File: src/sv/pidtaw_pkg.sv
package pidtaw_pkg;

    localparam int W  = 32;
    localparam int F  = 16;
    localparam int AW = W + 1;
    localparam int MW = AW + W;
    localparam int DN = W + 1 + F;
    localparam int DT_W = W - 1;
    localparam int IN_TW  = ((W + DT_W + 7) / 8) * 8;
    localparam int OUT_TW = ((W + 4 + 7) / 8) * 8;
    localparam int CFG_IW = 3;
    localparam int DIV_CW = $clog2(DN);

    localparam logic [CFG_IW-1:0] REG_GP   = CFG_IW'(0);
    localparam logic [CFG_IW-1:0] REG_GI   = CFG_IW'(1);
    localparam logic [CFG_IW-1:0] REG_GD   = CFG_IW'(2);
    localparam logic [CFG_IW-1:0] REG_TGT  = CFG_IW'(3);
    localparam logic [CFG_IW-1:0] REG_OMAX = CFG_IW'(4);
    localparam logic [CFG_IW-1:0] REG_OMIN = CFG_IW'(5);

    localparam logic [2:0] A_SUM  = 3'd0;
    localparam logic [2:0] A_E    = 3'd1;
    localparam logic [2:0] A_GP   = 3'd2;
    localparam logic [2:0] A_GI   = 3'd3;
    localparam logic [2:0] A_GD   = 3'd4;
    localparam logic [2:0] A_DER  = 3'd5;
    localparam logic [2:0] A_MRES = 3'd6;

    localparam logic [1:0] B_DT  = 2'd0;
    localparam logic [1:0] B_E   = 2'd1;
    localparam logic [1:0] B_INT = 2'd2;
    localparam logic [1:0] B_DER = 2'd3;

    localparam logic signed [W+1:0] SMAX = {3'b000, {(W-1){1'b1}}};
    localparam logic signed [W+1:0] SMIN = {3'b111, {(W-1){1'b0}}};

    localparam logic signed [W+11:0] ONE_X  = (W+12)'(1) << F;
    localparam logic signed [W+11:0] LIM_X  = (W+12)'(1023) << F;
    localparam logic signed [W+11:0] SMAX_X = {13'd0, {(W-1){1'b1}}};
    localparam logic signed [W+11:0] SMIN_X = {13'h1fff, {(W-1){1'b0}}};
    localparam logic [W-1:0] GP_RST   = (ONE_X > SMAX_X) ? SMAX_X[W-1:0] : ONE_X[W-1:0];
    localparam logic [W-1:0] OMAX_RST = (LIM_X > SMAX_X) ? SMAX_X[W-1:0] : LIM_X[W-1:0];
    localparam logic [W-1:0] OMIN_RST = (-LIM_X < SMIN_X) ? SMIN_X[W-1:0] : W'(-LIM_X);

    typedef struct packed {
        logic       cap;
        logic       mul_go;
        logic [2:0] a_sel;
        logic [1:0] b_sel;
        logic       sh1;
        logic       mul_fin;
        logic       integ;
        logic       div_init;
        logic       div_step;
        logic       div_fin;
        logic       raw_load;
        logic       raw_add;
        logic       chk;
        logic       edt_save;
        logic       back;
        logic       out_load;
    } t_cmd;

    typedef struct packed {
        logic dt_zero;
        logic hit;
    } t_stat;

    typedef struct packed {
        logic         flag;
        logic [W-1:0] val;
    } t_sat;

    function automatic t_sat sat_w(input logic signed [W+1:0] x);
        t_sat s;
        s.flag = 1'b0;
        s.val  = x[W-1:0];
        if (x > SMAX) begin
            s.flag = 1'b1;
            s.val  = SMAX[W-1:0];
        end else if (x < SMIN) begin
            s.flag = 1'b1;
            s.val  = SMIN[W-1:0];
        end
        return s;
    endfunction

endpackage

File: src/sv/pidtaw_ctrl.sv
module pidtaw_ctrl (
    input  logic              i_clk,
    input  logic              i_rst_n,
    input  logic              i_s_tvalid,
    output logic              o_s_tready,
    output logic              o_m_tvalid,
    input  logic              i_m_tready,
    input  pidtaw_pkg::t_stat i_stat,
    output pidtaw_pkg::t_cmd  o_cmd
);
    import pidtaw_pkg::*;

    localparam logic [4:0] ST_IDLE    = 5'd0;
    localparam logic [4:0] ST_TRAP_M  = 5'd1;
    localparam logic [4:0] ST_TRAP_S  = 5'd2;
    localparam logic [4:0] ST_INTEG   = 5'd3;
    localparam logic [4:0] ST_DIV     = 5'd4;
    localparam logic [4:0] ST_DIV_FIN = 5'd5;
    localparam logic [4:0] ST_P_M     = 5'd6;
    localparam logic [4:0] ST_P_S     = 5'd7;
    localparam logic [4:0] ST_I_M     = 5'd8;
    localparam logic [4:0] ST_I_S     = 5'd9;
    localparam logic [4:0] ST_D_M     = 5'd10;
    localparam logic [4:0] ST_D_S     = 5'd11;
    localparam logic [4:0] ST_SUM     = 5'd12;
    localparam logic [4:0] ST_CHK     = 5'd13;
    localparam logic [4:0] ST_E_M     = 5'd14;
    localparam logic [4:0] ST_E_S     = 5'd15;
    localparam logic [4:0] ST_T_M     = 5'd16;
    localparam logic [4:0] ST_T_S     = 5'd17;
    localparam logic [4:0] ST_T2_M    = 5'd18;
    localparam logic [4:0] ST_T2_S    = 5'd19;
    localparam logic [4:0] ST_BACK    = 5'd20;
    localparam logic [4:0] ST_OUT     = 5'd21;

    logic [4:0]        r_state, n_state;
    logic [DIV_CW-1:0] r_cnt, n_cnt;
    logic              r_ovalid, n_ovalid;
    t_cmd              cmd;

    assign o_s_tready = (r_state == ST_IDLE);
    assign o_m_tvalid = r_ovalid;
    assign o_cmd      = cmd;

    always_comb begin
        cmd      = '0;
        n_state  = r_state;
        n_cnt    = r_cnt;
        n_ovalid = r_ovalid;
        if (r_ovalid && i_m_tready) begin
            n_ovalid = 1'b0;
        end
        unique case (r_state)
            ST_IDLE: begin
                if (i_s_tvalid) begin
                    cmd.cap = 1'b1;
                    n_state = ST_TRAP_M;
                end
            end
            ST_TRAP_M: begin
                cmd.mul_go = 1'b1; cmd.a_sel = A_SUM; cmd.b_sel = B_DT; cmd.sh1 = 1'b1;
                n_state = ST_TRAP_S;
            end
            ST_TRAP_S: begin
                cmd.mul_fin = 1'b1;
                n_state = ST_INTEG;
            end
            ST_INTEG: begin
                cmd.integ = 1'b1;
                if (i_stat.dt_zero) begin
                    n_state = ST_P_M;
                end else begin
                    cmd.div_init = 1'b1;
                    n_cnt   = '0;
                    n_state = ST_DIV;
                end
            end
            ST_DIV: begin
                cmd.div_step = 1'b1;
                n_cnt = r_cnt + DIV_CW'(1);
                if (r_cnt == DIV_CW'(DN - 1)) begin
                    n_state = ST_DIV_FIN;
                end
            end
            ST_DIV_FIN: begin
                cmd.div_fin = 1'b1;
                n_state = ST_P_M;
            end
            ST_P_M: begin
                cmd.mul_go = 1'b1; cmd.a_sel = A_GP; cmd.b_sel = B_E;
                n_state = ST_P_S;
            end
            ST_P_S: begin
                cmd.mul_fin = 1'b1;
                n_state = ST_I_M;
            end
            ST_I_M: begin
                cmd.mul_go = 1'b1; cmd.a_sel = A_GI; cmd.b_sel = B_INT;
                cmd.raw_load = 1'b1;
                n_state = ST_I_S;
            end
            ST_I_S: begin
                cmd.mul_fin = 1'b1;
                n_state = ST_D_M;
            end
            ST_D_M: begin
                cmd.mul_go = 1'b1; cmd.a_sel = A_GD; cmd.b_sel = B_DER;
                cmd.raw_add = 1'b1;
                n_state = ST_D_S;
            end
            ST_D_S: begin
                cmd.mul_fin = 1'b1;
                n_state = ST_SUM;
            end
            ST_SUM: begin
                cmd.raw_add = 1'b1;
                n_state = ST_CHK;
            end
            ST_CHK: begin
                cmd.chk = 1'b1;
                n_state = i_stat.hit ? ST_E_M : ST_OUT;
            end
            ST_E_M: begin
                cmd.mul_go = 1'b1; cmd.a_sel = A_E; cmd.b_sel = B_DT;
                n_state = ST_E_S;
            end
            ST_E_S: begin
                cmd.mul_fin = 1'b1;
                n_state = ST_T_M;
            end
            ST_T_M: begin
                cmd.mul_go = 1'b1; cmd.a_sel = A_DER; cmd.b_sel = B_DT;
                cmd.edt_save = 1'b1;
                n_state = ST_T_S;
            end
            ST_T_S: begin
                cmd.mul_fin = 1'b1;
                n_state = ST_T2_M;
            end
            ST_T2_M: begin
                cmd.mul_go = 1'b1; cmd.a_sel = A_MRES; cmd.b_sel = B_DT;
                n_state = ST_T2_S;
            end
            ST_T2_S: begin
                cmd.mul_fin = 1'b1;
                n_state = ST_BACK;
            end
            ST_BACK: begin
                cmd.back = 1'b1;
                n_state = ST_OUT;
            end
            ST_OUT: begin
                if (!r_ovalid || i_m_tready) begin
                    cmd.out_load = 1'b1;
                    n_ovalid = 1'b1;
                    n_state  = ST_IDLE;
                end
            end
            default: begin
                n_state = ST_IDLE;
            end
        endcase
    end

    always_ff @(posedge i_clk) begin
        if (!i_rst_n) begin
            r_state  <= ST_IDLE;
            r_cnt    <= '0;
            r_ovalid <= 1'b0;
        end else begin
            r_state  <= n_state;
            r_cnt    <= n_cnt;
            r_ovalid <= n_ovalid;
        end
    end

endmodule

File: src/sv/pidtaw_dp.sv
module pidtaw_dp (
    input  logic                                i_clk,
    input  logic                                i_rst_n,
    input  logic                                i_cfg_we,
    input  logic [pidtaw_pkg::CFG_IW-1:0]       i_cfg_idx,
    input  logic [pidtaw_pkg::W-1:0]            i_cfg_data,
    input  logic [pidtaw_pkg::IN_TW-1:0]        i_s_tdata,
    input  pidtaw_pkg::t_cmd                    i_cmd,
    output pidtaw_pkg::t_stat                   o_stat,
    output logic [pidtaw_pkg::OUT_TW-1:0]       o_m_tdata
);
    import pidtaw_pkg::*;

    logic signed [W-1:0]  r_gp, r_gi, r_gd, r_tgt, r_omax, r_omin;
    logic signed [W-1:0]  r_integ, r_last, r_e, r_mres, r_deriv, r_edt;
    logic signed [AW-1:0] r_sum, r_diff;
    logic [DT_W-1:0]      r_dt;
    logic                 r_zero, r_sat, r_above, r_below, r_neg, r_sh1, r_dneg;
    logic [MW-1:0]        r_prod;
    logic signed [W+1:0]  r_raw;
    logic [DN-1:0]        r_num;
    logic [W-1:0]         r_rem;
    logic [OUT_TW-1:0]    r_out;

    logic signed [W-1:0]  meas;
    logic [DT_W-1:0]      dt_in;
    logic signed [W+1:0]  e_full;
    t_sat                 e_sat, integ_sat, back_sat, drive_sat;
    logic signed [W-1:0]  e_c;
    logic signed [AW-1:0] a_val;
    logic signed [W-1:0]  b_val;
    logic [AW-1:0]        ma;
    logic [W-1:0]         mb;
    logic [MW-1:0]        shifted;
    logic [MW-1:0]        mlim;
    logic [W-1:0]         mlo;
    logic [W:0]           dtrial;
    logic                 dbit;
    logic [DN-1:0]        qlim;
    logic [DN-1:0]        qv;
    logic signed [W+1:0]  raw_ext_max, raw_ext_min, back_x;
    logic                 above, below;

    assign meas   = i_s_tdata[W-1:0];
    assign dt_in  = i_s_tdata[W+DT_W-1:W];
    assign e_full = (W+2)'(r_tgt) - (W+2)'(meas);
    assign e_sat  = sat_w(e_full);
    assign e_c    = e_sat.val;

    always_comb begin
        case (i_cmd.a_sel)
            A_SUM:   a_val = r_sum;
            A_E:     a_val = AW'(r_e);
            A_GP:    a_val = AW'(r_gp);
            A_GI:    a_val = AW'(r_gi);
            A_GD:    a_val = AW'(r_gd);
            A_DER:   a_val = AW'(r_deriv);
            A_MRES:  a_val = AW'(r_mres);
            default: a_val = '0;
        endcase
        case (i_cmd.b_sel)
            B_DT:    b_val = {1'b0, r_dt};
            B_E:     b_val = r_e;
            B_INT:   b_val = r_integ;
            default: b_val = r_deriv;
        endcase
    end

    assign ma = a_val[AW-1] ? AW'(-a_val) : AW'(a_val);
    assign mb = b_val[W-1] ? W'(-b_val) : W'(b_val);

    // Product is rounded toward zero by shifting its magnitude, then clamped.
    assign shifted = r_sh1 ? (r_prod >> (F + 1)) : (r_prod >> F);
    assign mlim    = r_neg ? (MW'(1) << (W - 1)) : ((MW'(1) << (W - 1)) - MW'(1));
    assign mlo     = (shifted > mlim) ? mlim[W-1:0] : shifted[W-1:0];

    assign integ_sat = sat_w((W+2)'(r_integ) + (W+2)'(r_mres));

    assign dtrial = {r_rem, r_num[DN-1]};
    assign dbit   = (dtrial >= (W+1)'(r_dt));
    assign qlim   = r_dneg ? (DN'(1) << (W - 1)) : ((DN'(1) << (W - 1)) - DN'(1));
    assign qv     = (r_num > qlim) ? qlim : r_num;

    assign raw_ext_max = (W+2)'(r_omax);
    assign raw_ext_min = (W+2)'(r_omin);
    assign above = (r_raw > raw_ext_max);
    assign below = !above && (r_raw < raw_ext_min);
    assign drive_sat = sat_w(r_raw);

    always_comb begin
        if (r_above) begin
            back_x = raw_ext_max - (W+2)'(r_edt) - (W+2)'(r_mres);
        end else begin
            back_x = raw_ext_min + (W+2)'(r_edt) + (W+2)'(r_mres);
        end
    end
    assign back_sat = sat_w(back_x);

    assign o_stat.dt_zero = r_zero;
    assign o_stat.hit     = above || below;
    assign o_m_tdata      = r_out;

    always_ff @(posedge i_clk) begin
        if (!i_rst_n) begin
            r_gp    <= GP_RST;
            r_gi    <= '0;
            r_gd    <= '0;
            r_tgt   <= '0;
            r_omax  <= OMAX_RST;
            r_omin  <= OMIN_RST;
            r_integ <= '0;
            r_last  <= '0;
        end else begin
            if (i_cfg_we) begin
                unique case (i_cfg_idx)
                    REG_GP:   r_gp   <= i_cfg_data;
                    REG_GI:   r_gi   <= i_cfg_data;
                    REG_GD:   r_gd   <= i_cfg_data;
                    REG_TGT:  r_tgt  <= i_cfg_data;
                    REG_OMAX: r_omax <= i_cfg_data;
                    REG_OMIN: r_omin <= i_cfg_data;
                    default: ;
                endcase
            end
            if (i_cmd.integ) begin
                r_integ <= integ_sat.val;
            end else if (i_cmd.back) begin
                r_integ <= back_sat.val;
            end
            if (i_cmd.chk) begin
                r_last <= r_e;
            end
        end
    end

    always_ff @(posedge i_clk) begin
        if (i_cmd.cap) begin
            r_e     <= e_c;
            r_sum   <= AW'(e_c) + AW'(r_last);
            r_diff  <= AW'(e_c) - AW'(r_last);
            r_dt    <= dt_in;
            r_zero  <= (dt_in == '0);
            r_sat   <= e_sat.flag;
            r_above <= 1'b0;
            r_below <= 1'b0;
            r_deriv <= '0;
        end
        if (i_cmd.mul_go) begin
            r_prod <= MW'(ma) * MW'(mb);
            r_neg  <= a_val[AW-1] ^ b_val[W-1];
            r_sh1  <= i_cmd.sh1;
        end
        if (i_cmd.mul_fin) begin
            r_mres <= r_neg ? W'(-mlo) : mlo;
            if (shifted > mlim) begin
                r_sat <= 1'b1;
            end
        end
        if (i_cmd.integ && integ_sat.flag) begin
            r_sat <= 1'b1;
        end
        if (i_cmd.div_init) begin
            r_dneg <= r_diff[AW-1];
            r_num  <= {(r_diff[AW-1] ? AW'(-r_diff) : AW'(r_diff)), {F{1'b0}}};
            r_rem  <= '0;
        end
        if (i_cmd.div_step) begin
            r_rem <= dbit ? W'(dtrial - (W+1)'(r_dt)) : dtrial[W-1:0];
            r_num <= {r_num[DN-2:0], dbit};
        end
        if (i_cmd.div_fin) begin
            r_deriv <= r_dneg ? W'(-qv[W-1:0]) : qv[W-1:0];
            if (r_num > qlim) begin
                r_sat <= 1'b1;
            end
        end
        if (i_cmd.raw_load) begin
            r_raw <= (W+2)'(r_mres);
        end else if (i_cmd.raw_add) begin
            r_raw <= r_raw + (W+2)'(r_mres);
        end
        if (i_cmd.chk) begin
            r_above <= above;
            r_below <= below;
            if (drive_sat.flag) begin
                r_sat <= 1'b1;
            end
        end
        if (i_cmd.edt_save) begin
            r_edt <= r_mres;
        end
        if (i_cmd.back && back_sat.flag) begin
            r_sat <= 1'b1;
        end
        if (i_cmd.out_load) begin
            r_out <= OUT_TW'({r_zero, r_sat, r_below, r_above, drive_sat.val});
        end
    end

endmodule

File: src/sv/pid_trapezoid_antiwindup_top.sv
// PID controller with trapezoidal integral and back-calculation anti-windup.
// Input stream: one beat per sample; tdata carries measured (bits 31:0, signed
// Q16.16) and time_step (bits 62:32, unsigned Q15.16). Output stream: one beat
// per sample; tdata carries drive (31:0), above_limit (32), below_limit (33),
// saturated (34) and zero_step (35).
// The user writes gains, target and the two limits on the cfg port only while
// idle; the block itself does not enforce this. One multiplier is shared by all
// products, and D comes from a restoring divider retiring one quotient bit a
// cycle. A sample skips the divider when time_step is zero and adds the
// back-calculation steps when a limit is crossed; the next sample is
// accepted in the cycle after the result is loaded.
// The result sits in an output register, so a stalled receiver only holds the
// controller once the next result is ready and the previous is still waiting.
// Reset (synchronous, active low) clears the integral and previous error,
// loads the register defaults and drops the output valid.
module pid_trapezoid_antiwindup_top (
    input  logic                               i_clk,
    input  logic                               i_rst_n,
    input  logic                               i_cfg_we,
    input  logic [pidtaw_pkg::CFG_IW-1:0]      i_cfg_idx,
    input  logic [pidtaw_pkg::W-1:0]           i_cfg_data,
    input  logic                               i_s_tvalid,
    output logic                               o_s_tready,
    input  logic [pidtaw_pkg::IN_TW-1:0]       i_s_tdata,   // measured, time_step
    output logic                               o_m_tvalid,
    input  logic                               i_m_tready,
    output logic [pidtaw_pkg::OUT_TW-1:0]      o_m_tdata    // drive, above_limit,
                                                            // below_limit, saturated,
                                                            // zero_step
);
    import pidtaw_pkg::*;

    t_cmd  cmd;
    t_stat stat;

    pidtaw_ctrl u_ctrl (
        .i_clk      (i_clk),
        .i_rst_n    (i_rst_n),
        .i_s_tvalid (i_s_tvalid),
        .o_s_tready (o_s_tready),
        .o_m_tvalid (o_m_tvalid),
        .i_m_tready (i_m_tready),
        .i_stat     (stat),
        .o_cmd      (cmd)
    );

    pidtaw_dp u_dp (
        .i_clk      (i_clk),
        .i_rst_n    (i_rst_n),
        .i_cfg_we   (i_cfg_we),
        .i_cfg_idx  (i_cfg_idx),
        .i_cfg_data (i_cfg_data),
        .i_s_tdata  (i_s_tdata),
        .i_cmd      (cmd),
        .o_stat     (stat),
        .o_m_tdata  (o_m_tdata)
    );

`ifndef SYNTHESIS
    a_one_at_a_time: assert property (@(posedge i_clk) disable iff (!i_rst_n)
        (i_s_tvalid && o_s_tready) |=> !o_s_tready)
        else $error("input accepted while a sample is in work");

    a_limits_exclusive: assert property (@(posedge i_clk) disable iff (!i_rst_n)
        o_m_tvalid |-> !(o_m_tdata[W] && o_m_tdata[W+1]))
        else $error("both limit flags set");

    a_reset_idle: assert property (@(posedge i_clk)
        !i_rst_n |=> (!o_m_tvalid && o_s_tready))
        else $error("block not idle after reset");
`endif

endmodule
File: config.mk
export PLATFORM = sky130hd
export DESIGN_NAME = pid_trapezoid_antiwindup_top
export DESIGN_NICKNAME = d
export VERILOG_FILES = /design/src/sv/pidtaw_pkg.sv /design/src/sv/pidtaw_ctrl.sv /design/src/sv/pidtaw_dp.sv /design/src/sv/pid_trapezoid_antiwindup_top.sv
export SDC_FILE = /design/constraint.sdc
export NUM_CORES = 2
export LEC_CHECK = 0
export ABC_AREA = 1
export BUFFER_PORTS_ARGS = -buffer_cell sky130_fd_sc_hd__buf_2
export CAP_MARGIN = 20
export CORE_UTILIZATION = 40
export DETAILED_ROUTE_END_ITERATION = 10
export SKIP_CTS_REPAIR_TIMING = 1
export SLEW_MARGIN = 20
export SYNTH_ARGS = -nofsm -noshare
export SYNTH_HDL_FRONTEND = slang
export SYNTH_HIERARCHICAL = 1
export SYNTH_SLANG_ARGS = --single-unit
export TNS_END_PERCENT = 100
File: constraint.sdc
create_clock -name i_clk -period 16.95 [get_ports i_clk]
set_clock_uncertainty 0.15 [all_clocks]
set_input_delay 3.39 -clock i_clk [delete_from_list [all_inputs] [get_ports i_clk]]
set_output_delay 3.39 -clock i_clk [all_outputs]
set_load 0.03 [all_outputs]
==> results.tsv <==
metric	value	unit
CP max stage cell	clkinv_1	
core area	0.213	mm2
area of the multi-input gates	0.0586	mm2
hpwl dp	263000	um
antenna violations before repair	42	
# clock sinks	699	
pin count of the biggest net entering global routing	97	
part of the cycle the worst path needs	80.2	%
Max Slew Vio Count	0	
metal3 WL	35600	um
number of enable flip-flop cells after synthesis	430	
Starting Density	40.4	%
RSZ-0062 raised after global routing	no	
FFs w/ async S/R, synth	0	%
post-layout min period	13590	ps
clk buf depth	3	
Crit Path Class	flop to flop	
f_max	73.6	MHz
most frequent cells in the layout	nand2_1, inv_1, nor2_1	
relative slew slack	14.4	%
Worst setup EP type	flop	
vias in the first global route	75800	
register area	0.0183	mm2
CTS HTree Levels	3	
Top Ports	146	
Fillers	21700	
site row count	169	
final hold vios	0	
PortBufs	140	
Worst-Skew Late Latency	720	ps
startpoint type of the worst setup path	flop	
Max Cap Viol	0	
Synth Flop Type	edfxtp_1	
status	completed	
CP Max Fanout	26	
layout cells sized above 1	5.17	%
Netlist cell types	77	
cells after synthesis	11200	
Yosys reg bits	699	
Syn Area/Cell	7.68	um2
hold crit path type	flop to flop	
WL/cell	23.3	um
Fin Setup TNS	0	ps
Clock Pin Slew Worst Setup and Hold Paths	60	ps
ANT nets after route	0	
DRC viols	0	
Routed WL	328000	um
Worst EP arrival	13870	ps
first-pass GRT wire length	482000	um
setup violators final	0	
Synth warnings	6	
Post-Syn Area	0.0860	mm2
die area	0.217	mm2
routed vias	77900	
Worst-Margin Slew	1270	ps
TritonCTS buffer count	83	
root buffer cell	clkbuf_16	
CTS tree	yes	
nets	12900	
M1 wire length	137000	um
WP data required	17230	ps
die height	466	um
final worst setup slack	3360	ps
Area Growth Syn to Fin	7.39	%
placer congestion estimate	1.06	
DR top layer	met5	
Initial DRC Count	8198	
pre-CTS setup slack	3850	ps
router iterations before antenna repair	9	
most common cell after layout, fill and taps aside	nand2_1	
max incr delay on CP	950	ps
metal2 WL	139000	um
grt total ovfl	0	
GR Util All Layers	29.8	%
die width	466	um
register area share after synthesis	21.3	%
DR vias/cell	5.54	
cells in the mapped netlist, types with 18 or more instances:
cell / count / share of area (%)
fa_1: 996 / 23
buf_4: 18 / 0.16
nor4_1: 39 / 0.28
buf_2: 94 / 0.55
a21oi_1: 843 / 4.9
o21bai_1: 34 / 0.30
a31oi_1: 43 / 0.31
inv_1: 1943 / 8.5
o211ai_1: 31 / 0.27
xnor2_1: 77 / 0.78
a21boi_0: 26 / 0.23
o22ai_1: 49 / 0.36
clkbuf_1: 256 / 1.1
o21ai_0: 780 / 4.5
o21ai_1: 27 / 0.16
nor2_1: 1486 / 6.5
ha_1: 658 / 9.6
nand3_1: 320 / 1.9
o21a_1: 40 / 0.35
nand4_1: 75 / 0.55
dfxtp_1: 269 / 6.3
a21o_1: 32 / 0.28
a221oi_1: 24 / 0.24
edfxtp_1: 430 / 15
inv_2: 52 / 0.23
xor2_1: 158 / 1.6
nor3_1: 83 / 0.48
nand2_2: 20 / 0.15
or2_2: 34 / 0.25
nand2_1: 2054 / 9.0
stage by stage:
| step | cells | utilization, % | hold WS (ps) | area [um2] |
|---|---|---|---|---|
| final | 14100 | 43.4 | 305 | 92300 |
| after global routing | 14000 | 43.4 | 323 | 92300 |
| after CTS | 14000 | 43.4 | 305 | 92300 |
| after detailed placement | 13900 | 42.1 | 295 | 89600 |
| after global placement | 13900 | 42.1 | 284 | 89600 |
| after floorplan | 11200 | - | 250 | 86000 |
registers in the layout, indices dropped and copies added (netlist names), 5 cells and up:
| name | flops |
|---|---|
| u_ctrl/r_cnt | 6 |
| u_dp/r_gd | 32 |
| u_dp/r_last | 32 |
| u_dp/r_prod | 49 |
| u_dp/r_rem | 32 |
| u_ctrl/r_state | 5 |
| u_dp/r_deriv | 32 |
| u_dp/r_mres | 32 |
| u_dp/r_omin | 32 |
| u_dp/o_m_tdata | 36 |
| u_dp/r_edt | 32 |
| u_dp/r_diff | 32 |
| u_dp/r_gi | 32 |
| u_dp/r_gp | 32 |
| u_dp/r_omax | 32 |
| u_dp/r_integ | 32 |
| u_dp/r_dt | 31 |
| u_dp/r_num | 49 |
| u_dp/r_sum | 33 |
| u_dp/r_raw | 34 |
| u_dp/r_tgt | 32 |
| u_dp/r_e | 32 |
worst max-delay path, delay by kind of cell (launching register included):
family / cells / cell delay, ps
adders and majority gates: 10 / 4770
buffers and inverters: 13 / 3240
and+or+nand+nor: 19 / 3080
AOI/OAI and AO/OA: 6 / 1380
DFF: 1 / 370
xor gates and xnor gates: 1 / 190
routing by layer:
layer  up-vias  GRT usage [%]
met4        16           12.8
li1      35400              -
met5         -              0
met2      3699           44.9
met3       718           7.60
met1     38000           40.3
cells by family after synthesis:
kind of cell / share of synthesized area (%)
DFF: 21.3
xor gates and xnor gates: 2.53
buffers and inverters: 10.8
muxes: 0.0349
adders and majority gates: 32.8
other: 0.00436
AOI/OAI and AO/OA: 12.7
and+or+nand+nor: 19.9
final timing paths:
| kind | depth (start not counted) | endpoint | slack, ps | from |
|---|---|---|---|---|
| max | 49 | u_dp/r_prod[56] | 3360 | u_ctrl/r_state[4] |
| max reg2reg | 49 | u_dp/r_prod[56] | 3360 | u_ctrl/r_state[4] |
| min | 2 | u_dp/r_tgt[6] | 300 | u_dp/r_tgt[6] |
| min reg2reg | 2 | u_dp/r_tgt[6] | 300 | u_dp/r_tgt[6] |
area by class of cell:
class / instances / area share (%)
clock buffers: 121 / 2.61
multi-input cells: 8101 / 63.5
inverters: 2006 / 8.16
repair buffers: 258 / 1.75
flip-flops and latches: 699 / 19.8
diodes: 10 / 0.0271
well taps: 2821 / 3.82
clock inverters: 34 / 0.287
Power is not shown: default switching activity piles up to over one toggle a cycle in this logic, so the estimate is an artifact.
